<file path="src/design/ccr_pkg.sv">
// ----------------------------------------------------------------------------
// ccr_pkg
// Shared constants, types and helpers for the color class rebalancer.
// ----------------------------------------------------------------------------
`timescale 1ns / 1ps
`default_nettype none

package ccr_pkg;

    localparam int NUM_COLORS = 64;
    localparam int COUNT_BITS = 32;

    localparam int CLR_W    = (NUM_COLORS > 1) ? $clog2(NUM_COLORS) : 1;
    localparam int LIMIT_W  = 32;
    localparam int CMP_W    = (COUNT_BITS > LIMIT_W) ? COUNT_BITS : LIMIT_W;
    localparam int NCOL_W   = 7;
    localparam int CFG_IDX_W = 2;
    localparam int CFG_DATA_W = 32;

    // configuration register indexes
    localparam logic [CFG_IDX_W-1:0] CFG_POLICY    = 2'd0;
    localparam logic [CFG_IDX_W-1:0] CFG_AVG_LIMIT = 2'd1;
    localparam logic [CFG_IDX_W-1:0] CFG_COLORS    = 2'd2;

    // operation codes
    localparam logic OP_TALLY     = 1'b0;
    localparam logic OP_REBALANCE = 1'b1;

    // target choice policy
    localparam logic POL_FIRST_FIT  = 1'b0;
    localparam logic POL_LEAST_USED = 1'b1;

    typedef logic [COUNT_BITS-1:0] t_count;
    typedef logic [CLR_W-1:0]      t_color_idx;

    typedef struct packed {
        logic       rd_en;
        t_color_idx rd_addr;
        logic       wr_en;
        t_color_idx wr_addr;
        t_count     wr_data;
    } t_mem_req;

    function automatic t_count sat_inc(input t_count v);
        t_count r;
        r = (v == '1) ? v : v + t_count'(1);
        return r;
    endfunction

endpackage

`default_nettype wire

</file>
<file path="src/design/ccr_pop_mem.sv">
// ----------------------------------------------------------------------------
// ccr_pop_mem
// Population counter memory: one write and one registered read per cycle.
// Per-entry valid bits make every counter read as zero after reset.
// ----------------------------------------------------------------------------
`timescale 1ns / 1ps
`default_nettype none

module ccr_pop_mem
    import ccr_pkg::*;
(
    input  wire           i_clk,
    input  wire           i_rst_n,
    input  wire t_mem_req i_req,
    output t_count        o_rd_data
);

    t_count                r_mem [NUM_COLORS];
    logic [NUM_COLORS-1:0] r_vld;
    t_count                r_rd_data;
    logic                  r_rd_vld;

    always_ff @(posedge i_clk) begin
        if (i_req.wr_en) begin
            r_mem[i_req.wr_addr] <= i_req.wr_data;
        end
        if (i_req.rd_en) begin
            r_rd_data <= r_mem[i_req.rd_addr];
        end
    end

    always_ff @(posedge i_clk) begin
        if (!i_rst_n) begin
            r_vld    <= '0;
            r_rd_vld <= 1'b0;
        end else begin
            if (i_req.wr_en) begin
                r_vld[i_req.wr_addr] <= 1'b1;
            end
            if (i_req.rd_en) begin
                r_rd_vld <= r_vld[i_req.rd_addr];
            end
        end
    end

    // entries never written since reset read as zero
    assign o_rd_data = r_rd_vld ? r_rd_data : '0;

endmodule

`default_nettype wire

</file>
<file path="src/design/color_class_rebalancer.sv">
// ----------------------------------------------------------------------------
// color_class_rebalancer
// Per-color population counters with tally and rebalance operations.
// ----------------------------------------------------------------------------
// Input channel (i_in_valid / o_in_stall) carries op, vertex_color and
// neighbor_mask; the output channel (o_out_valid / i_out_stall) returns one
// result per item: new_color and moved. A transfer happens when valid is high
// and stall is low.
// Counters live in a 64-entry memory with a registered read.
// An item whose color is not in use goes from accept straight to its final
// step; a tally or a rebalance of a class not over the limit first reads
// its own counter. A rebalance of an oversized class reads its own counter,
// then scans every class in use through the memory read port, one per cycle,
// then, if an eligible target was found, writes the target and the old
// class back. Classes in use are those below colors_in_use capped at 64.
// One item is worked at a time; the next item is accepted in the cycle after
// the result is loaded, even if the receiver still stalls it. A stalled
// result holds until taken; the next result waits in its final step.
// Reset clears all counters at once (valid bits), sets policy to first fit,
// avg_limit to 0 and colors_in_use to 64. Configure only while idle.
// ----------------------------------------------------------------------------
`timescale 1ns / 1ps
`default_nettype none

module color_class_rebalancer
    import ccr_pkg::*;
(
    input  wire                  i_clk,
    input  wire                  i_rst_n,
    input  wire                  i_cfg_we,
    input  wire [CFG_IDX_W-1:0]  i_cfg_index,
    input  wire [CFG_DATA_W-1:0] i_cfg_data,
    input  wire                  i_in_valid,
    output logic                 o_in_stall,
    input  wire                  i_op,
    input  wire [5:0]            i_vertex_color,
    input  wire [63:0]           i_neighbor_mask,
    output logic                 o_out_valid,
    input  wire                  i_out_stall,
    output logic [5:0]           o_new_color,
    output logic                 o_moved
);

    typedef enum logic [5:0] {
        S_IDLE   = 6'b000001,
        S_RD_OWN = 6'b000010,
        S_SCAN   = 6'b000100,
        S_WR_TGT = 6'b001000,
        S_WR_OWN = 6'b010000,
        S_DONE   = 6'b100000
    } t_state;

    t_state                r_state, n_state;
    logic                  r_policy;
    logic [LIMIT_W-1:0]    r_avg_limit;
    logic [NCOL_W-1:0]     r_colors;

    logic                  r_op;
    logic [5:0]            r_color;
    t_color_idx            r_own;
    logic [NUM_COLORS-1:0] r_mask;
    t_count                r_own_pop;
    t_color_idx            r_idx;
    logic                  r_found;
    t_color_idx            r_best_idx;
    t_count                r_best_pop;
    logic [5:0]            r_res_color;
    logic                  r_res_moved;

    logic                  r_out_valid;
    logic [5:0]            r_out_color;
    logic                  r_out_moved;

    logic [NCOL_W-1:0]     n_eff;
    logic                  in_use;
    logic                  accept;
    logic                  out_free;
    t_mem_req              mem_req;
    t_count                rd_data;
    logic [CMP_W-1:0]      rd_cmp;
    logic [CMP_W-1:0]      lim_cmp;
    logic                  eligible;
    logic                  take;
    logic                  last_idx;

    // ---------------------------------------------------------------- config
    always_ff @(posedge i_clk) begin
        if (!i_rst_n) begin
            r_policy    <= POL_FIRST_FIT;
            r_avg_limit <= '0;
            r_colors    <= NCOL_W'(64);
        end else if (i_cfg_we) begin
            unique case (i_cfg_index)
                CFG_POLICY:    r_policy    <= i_cfg_data[0];
                CFG_AVG_LIMIT: r_avg_limit <= i_cfg_data[LIMIT_W-1:0];
                CFG_COLORS:    r_colors    <= i_cfg_data[NCOL_W-1:0];
                default: ;
            endcase
        end
    end

    assign n_eff  = (r_colors > NCOL_W'(NUM_COLORS)) ? NCOL_W'(NUM_COLORS) : r_colors;
    assign in_use = {1'b0, i_vertex_color} < n_eff;

    assign accept   = i_in_valid && (r_state == S_IDLE);
    assign out_free = !r_out_valid || !i_out_stall;

    // ---------------------------------------------------------------- memory
    ccr_pop_mem u_mem (
        .i_clk     (i_clk),
        .i_rst_n   (i_rst_n),
        .i_req     (mem_req),
        .o_rd_data (rd_data)
    );

    assign rd_cmp  = CMP_W'(rd_data);
    assign lim_cmp = CMP_W'(r_avg_limit);

    assign eligible = (r_idx != r_own) && !r_mask[r_idx] && (rd_cmp < lim_cmp);
    assign take     = eligible &&
                      (!r_found || ((r_policy == POL_LEAST_USED) && (rd_data < r_best_pop)));
    assign last_idx = (NCOL_W'(r_idx) == (n_eff - NCOL_W'(1)));

    always_comb begin
        mem_req = '0;
        n_state = r_state;
        unique case (r_state)
            S_IDLE: begin
                mem_req.rd_en   = accept;
                mem_req.rd_addr = i_vertex_color[CLR_W-1:0];
                if (accept) begin
                    n_state = in_use ? S_RD_OWN : S_DONE;
                end
            end
            S_RD_OWN: begin
                if (r_op == OP_TALLY) begin
                    mem_req.wr_en   = 1'b1;
                    mem_req.wr_addr = r_own;
                    mem_req.wr_data = sat_inc(rd_data);
                    n_state         = S_DONE;
                end else if (rd_cmp > lim_cmp) begin
                    mem_req.rd_en   = 1'b1;
                    mem_req.rd_addr = '0;
                    n_state         = S_SCAN;
                end else begin
                    n_state = S_DONE;
                end
            end
            S_SCAN: begin
                if (last_idx) begin
                    n_state = (r_found || take) ? S_WR_TGT : S_DONE;
                end else begin
                    mem_req.rd_en   = 1'b1;
                    mem_req.rd_addr = r_idx + t_color_idx'(1);
                end
            end
            S_WR_TGT: begin
                mem_req.wr_en   = 1'b1;
                mem_req.wr_addr = r_best_idx;
                mem_req.wr_data = sat_inc(r_best_pop);
                n_state         = S_WR_OWN;
            end
            S_WR_OWN: begin
                // own class is above the limit, so this cannot underflow
                mem_req.wr_en   = 1'b1;
                mem_req.wr_addr = r_own;
                mem_req.wr_data = r_own_pop - t_count'(1);
                n_state         = S_DONE;
            end
            S_DONE: begin
                if (out_free) begin
                    n_state = S_IDLE;
                end
            end
            default: n_state = S_IDLE;
        endcase
    end

    always_ff @(posedge i_clk) begin
        if (!i_rst_n) begin
            r_state     <= S_IDLE;
            r_out_valid <= 1'b0;
            r_found     <= 1'b0;
        end else begin
            r_state <= n_state;
            if (r_state == S_RD_OWN) begin
                r_found <= 1'b0;
            end else if (r_state == S_SCAN && take) begin
                r_found <= 1'b1;
            end
            if (r_state == S_DONE && out_free) begin
                r_out_valid <= 1'b1;
            end else if (!i_out_stall) begin
                r_out_valid <= 1'b0;
            end
        end
    end

    // item payload and scan datapath
    always_ff @(posedge i_clk) begin
        if (accept) begin
            r_op        <= i_op;
            r_color     <= i_vertex_color;
            r_own       <= i_vertex_color[CLR_W-1:0];
            r_mask      <= i_neighbor_mask[NUM_COLORS-1:0];
            r_res_color <= i_vertex_color;
            r_res_moved <= 1'b0;
        end
        if (r_state == S_RD_OWN) begin
            r_own_pop <= rd_data;
            r_idx     <= '0;
        end
        if (r_state == S_SCAN) begin
            r_idx <= r_idx + t_color_idx'(1);
            if (take) begin
                r_best_idx <= r_idx;
                r_best_pop <= rd_data;
            end
        end
        if (r_state == S_WR_TGT) begin
            r_res_color <= 6'(r_best_idx);
            r_res_moved <= 1'b1;
        end
        if (r_state == S_DONE && out_free) begin
            r_out_color <= r_res_color;
            r_out_moved <= r_res_moved;
        end
    end

    assign o_in_stall  = (r_state != S_IDLE);
    assign o_out_valid = r_out_valid;
    assign o_new_color = r_out_color;
    assign o_moved     = r_out_moved;

    // ------------------------------------------------------------ assertions
    a_tgt_then_own: assert property (@(posedge i_clk) disable iff (!i_rst_n)
        r_state == S_WR_TGT |=> r_state == S_WR_OWN)
        else $error("target write not followed by old class write");

    a_tgt_found: assert property (@(posedge i_clk) disable iff (!i_rst_n)
        r_state == S_WR_TGT |-> r_found && (r_best_idx != r_own))
        else $error("target write without a valid target");

    a_done_drains: assert property (@(posedge i_clk) disable iff (!i_rst_n)
        (r_state == S_DONE) && out_free |=> (r_state == S_IDLE) && r_out_valid)
        else $error("finished result not loaded");

    a_tally_no_move: assert property (@(posedge i_clk) disable iff (!i_rst_n)
        (r_state == S_DONE) && (r_op == OP_TALLY) |-> !r_res_moved
                                && (r_res_color == r_color))
        else $error("tally reported a move");

endmodule

`default_nettype wire
</file>
<file path="config.mk">
export PLATFORM = sky130hd
export DESIGN_NAME = color_class_rebalancer
export DESIGN_NICKNAME = d
export VERILOG_FILES = /design/src/design/ccr_pkg.sv /design/src/design/ccr_pop_mem.sv /design/src/design/color_class_rebalancer.sv
export SDC_FILE = /design/constraint.sdc
export NUM_CORES = 2
export LEC_CHECK = 0
export ABC_AREA = 1
export BUFFER_PORTS_ARGS = -buffer_cell sky130_fd_sc_hd__buf_2
export CAP_MARGIN = 10
export CELL_PAD_IN_SITES_DETAIL_PLACEMENT = 0
export CELL_PAD_IN_SITES_GLOBAL_PLACEMENT = 1
export CORE_MARGIN = 2
export CORE_UTILIZATION = 37
export DETAILED_ROUTE_END_ITERATION = 10
export GPL_ROUTABILITY_DRIVEN = 0
export GPL_TIMING_DRIVEN = 0
export PLACE_DENSITY_LB_ADDON = 0.1
export SLEW_MARGIN = 20
export SYNTH_ARGS = -nofsm -noshare
export SYNTH_HDL_FRONTEND = slang
export SYNTH_SLANG_ARGS = --single-unit
</file>
<file path="constraint.sdc">
create_clock -name i_clk -period 10.6 [get_ports i_clk]
set_input_delay 1.59 -clock i_clk [delete_from_list [all_inputs] [get_ports i_clk]]
set_output_delay 1.59 -clock i_clk [all_outputs]
set_load 0.05 [all_outputs]
</file>
==> key figures <==
Clocking
  – Insertion delay to the later sink of the worst-skew pair: 900 ps
  – Sinks on the clock net: 2354
  – Post-CTS Setup Bufs: 0
  – Num CTS Buffers: 276
  – H-tree Lvls: 5
  – Clock buffer depth: 4
  – CTS tree: built
  – CTS resizes: 0
  – Clock root buffer: clkbuf_16
  – Post-CTS Hold Fix Bufs: 0
  – Worst-path clk slew: 60 ps

Setup path
  – Slowest cell on crit path: buf_1
  – Slowest stage delay, CP: 890 ps
  – CP arrival: 6950 ps
  – Startpoint types: register
  – Critical Path RT: 11270 ps
  – Endpoint class of the critical path: register
  – CP startpoint: r_colors[6]
  – Worst r2r src: r_colors[6]
  – Crit-path most repeated cell: nand2_1
  – Crit Path Max Fanout: 10
  – CP Cell Sequence: inv_2, nand2_1, ha_1, inv_1, nand2_1, nand2_1, a21oi_1, nand3_1, nor2_2, nand3_4, a21oi_2, buf_2, buf_1, o21ai_0, o22ai_1, nand2_1, nand2_1, nand2_1, nand3_1, nand3_1, nand2_1
  – Critical path type: reg -> reg
  – CP Buf/Inv Count: 4
  – Kind of cell adding the most delay to the critical path: simple AND/OR/NAND/NOR gates

Final layout
  – Final Instance Count excl. Fillers: 12804
  – Commonest non-fill, non-tap cell in the layout: edfxtp_1
  – Design Area, Final: 0.119 mm²
  – Commonest non-fill, non-tap cells in the layout: 2240 x edfxtp_1, 1342 x nor2_1, 1096 x nand2_1
  – Fillcell total: 24336
  – FF/Latch Area: 0.0695 mm²
  – Share of post-route cells with drive strength above 1: 13.0%
  – Area of the multi-input gates: 0.0251 mm²
  – P&R area growth vs syn: 22.1%
  – Final net count: 9246

Detailed routing
  – DR vias/cell: 6.02
  – 1st-iter DRT viols: 12307
  – Vias: 77048
  – Drt drc: 0
  – Drt first pass iters: 6
  – WL/cell: 38.3 µm
  – Final wirelength: 490000 µm
  – Routed Antenna Nets: 0

STA
  – Max-slew violations: 0
  – Post-layout min period: 6280 ps
  – Maximum clock frequency: 159 MHz
  – Period utilization: 59.2%
  – RSZ-0062 raised after global routing: no
  – Worst slew pin tran: 1330 ps
  – Fin worst setup slack: 4320 ps
  – Hold Fails Final Rpt: 0
  – Slew margin rel.: 11.0%
  – Setup-failing EPs final: 0
  – Clk_skew: 68.2 ps

Yosys
  – Asr flop ratio synth: 0%
  – Post-synth EDFFs: 2240
  – Net Count, Synth: 8474
  – Top cell type's share of synthesized area: 69.1%
  – Syn_area_per_cell: 11.7 µm²
  – Area leader, netlist: edfxtp_1
  – Post-Synthesis Cell Area: 0.0973 mm²
  – Prevailing post-synth register cell: edfxtp_1
  – Cells after synthesis: 8291
  – Distinct cell type count after synthesis: 58
  – Top cells by area, synth: edfxtp_1 69%, nor2_1 5.4%, o21ai_0 5.1%
  – Warnings from Yosys: 0
  – Synth Register Bits: 2354
  – Register area share after synthesis: 71.5%

Pwr
  – Peak supply drop: 0.000150 V
  – Pwr dens: 195 mW/mm²
  – P_leak: 37.8 nW

GRT
  – First-pass GRT wire length: 641000 µm
  – Gr usage total: 36.0%
  – Grt total ovfl: 0
  – Largest net degree at the start of global routing: 49
  – Vias in the first global route: 70782
  – Initial antenna violation count: 43

Floorplan
  – FP Rows: 188
  – Full die area: 0.267 mm²
  – Die H: 517 µm
  – Core ar.: 0.262 mm²
  – Die width: 517 µm
  – Starting Density: 37.1%
  – Num ports: 119

Placed design
  – Port Buffers: 118
  – Dpl cells: 12300
  – Pre-CTS setup slack: 4730 ps
  – Final HPWL DP: 363000 µm
  – Area after DPL: 0.110 mm²

Min path
  – HP Start: r_res_color[4]
  – Hold crit path type: reg -> reg

Run status
  – Outcome: completed

Flow run
  – Max-cap viol count: 0
[where the power goes]
group | leakage (nW) | switching (mW) | total [mW] | internal (mW)
Clock | 4.13 | 3.94 | 9.21 | 5.28
Combinational | 15.7 | 2.98 | 3.71 | 0.731
Sequential | 18.0 | 0.0366 | 10.2 | 10.2
Total | 37.8 | 6.95 | 23.1 | 16.2
[path summary, 6_finish.rpt]
check,end,slack [ps],cells after the start
setup / recovery,u_mem.r_rd_data[5],4320,21
hold / removal,o_new_color[4],430,0
hold reg to reg,o_new_color[4],430,0
setup reg to reg,u_mem.r_rd_data[5],4320,21
[cell families after synthesis]
logic type,after synthesis,synth area share (%)
AND/OR/NAND/NOR,3207,13.5
flip-flops,2354,71.5
AO/OA/AOI/OAI,1786,10.3
buffers and inverters,848,3.56
adder cells (fa/ha/maj),73,0.939
XOR/XNOR,23,0.207
[through the flow]
| stage | util (%) | total power [mW] | setup TNS [ps] | hold slack [ps] |
|---|---|---|---|---|
| 2_1_floorplan | - | 12.0 | 0 | 400 |
| 3_3_place_gp | 39.0 | 13.8 | -6202600 | 415 |
| 3_5_place_dp | 42.1 | 13.9 | 0 | 410 |
| 4_1_cts | 45.3 | 22.9 | 0 | 429 |
| 5_1_grt | 45.3 | 23.5 | 0 | 433 |
| 6_report | 45.3 | 23.1 | 0 | 427 |
[synthesized netlist by cell type (4+ instances only)]
| master | instances |
|---|---|
| edfxtp_1 | 2240 |
| nor2_1 | 1407 |
| nand2_1 | 1097 |
| o21ai_0 | 991 |
| nand3_1 | 562 |
| inv_1 | 337 |
| o22ai_1 | 301 |
| clkbuf_1 | 279 |
| buf_2 | 187 |
| o211ai_1 | 178 |
| a21oi_1 | 147 |
| dfxtp_1 | 114 |
| o21ai_1 | 90 |
| ha_1 | 73 |
| o221ai_1 | 44 |
| nor3_1 | 38 |
| nand4_1 | 34 |
| nor4_1 | 23 |
| nand3b_1 | 22 |
| buf_1 | 20 |
| xor2_1 | 19 |
| buf_4 | 10 |
| inv_2 | 9 |
| or2_2 | 6 |
| a31oi_1 | 5 |
| nand2_2 | 4 |
| nor2_2 | 4 |
| xnor2_1 | 4 |
[registers in the layout, indices dropped and copies added, names as in the netlist]
| register | cells |
|---|---|
| lim_cmp | 32 |
| o_moved | 1 |
| o_new_color | 6 |
| o_out_valid | 1 |
| r_best_idx | 6 |
| r_best_pop | 32 |
| r_colors | 7 |
| r_found | 1 |
| r_idx | 6 |
| r_mask | 64 |
| r_op | 1 |
| r_own | 6 |
| r_own_pop | 32 |
| r_policy | 1 |
| r_res_color | 6 |
| r_res_moved | 1 |
| r_state | 6 |
| u_mem.r_mem | 2048 |
| u_mem.r_rd_data | 32 |
| u_mem.r_rd_vld | 1 |
| u_mem.r_vld | 64 |
[metal layers]
metal	vias to the layer above	GRT usage, %	wire length [µm]	part of all wire (%)
met1	39068	47.6	189000	39
met5	-	0	35	0.0071
met3	1171	9.81	56200	11
met2	5270	52.7	208000	43
li1	31533	-	-	-
met4	6	22.0	36000	7.4
[cell type report]
type,count,area share [%]
Inverter,349,1.10
Clock buffer,348,6.19
Antenna cell,30,0.0632
Clock inverter,126,0.894
Buffer,499,1.84
Multi-Input combinational cell,5089,21.1
Tap cell,3515,3.70
Sequential cell,2354,58.5
Timing Repair Buffer,494,6.54
Power figures use the tool's default switching activity.
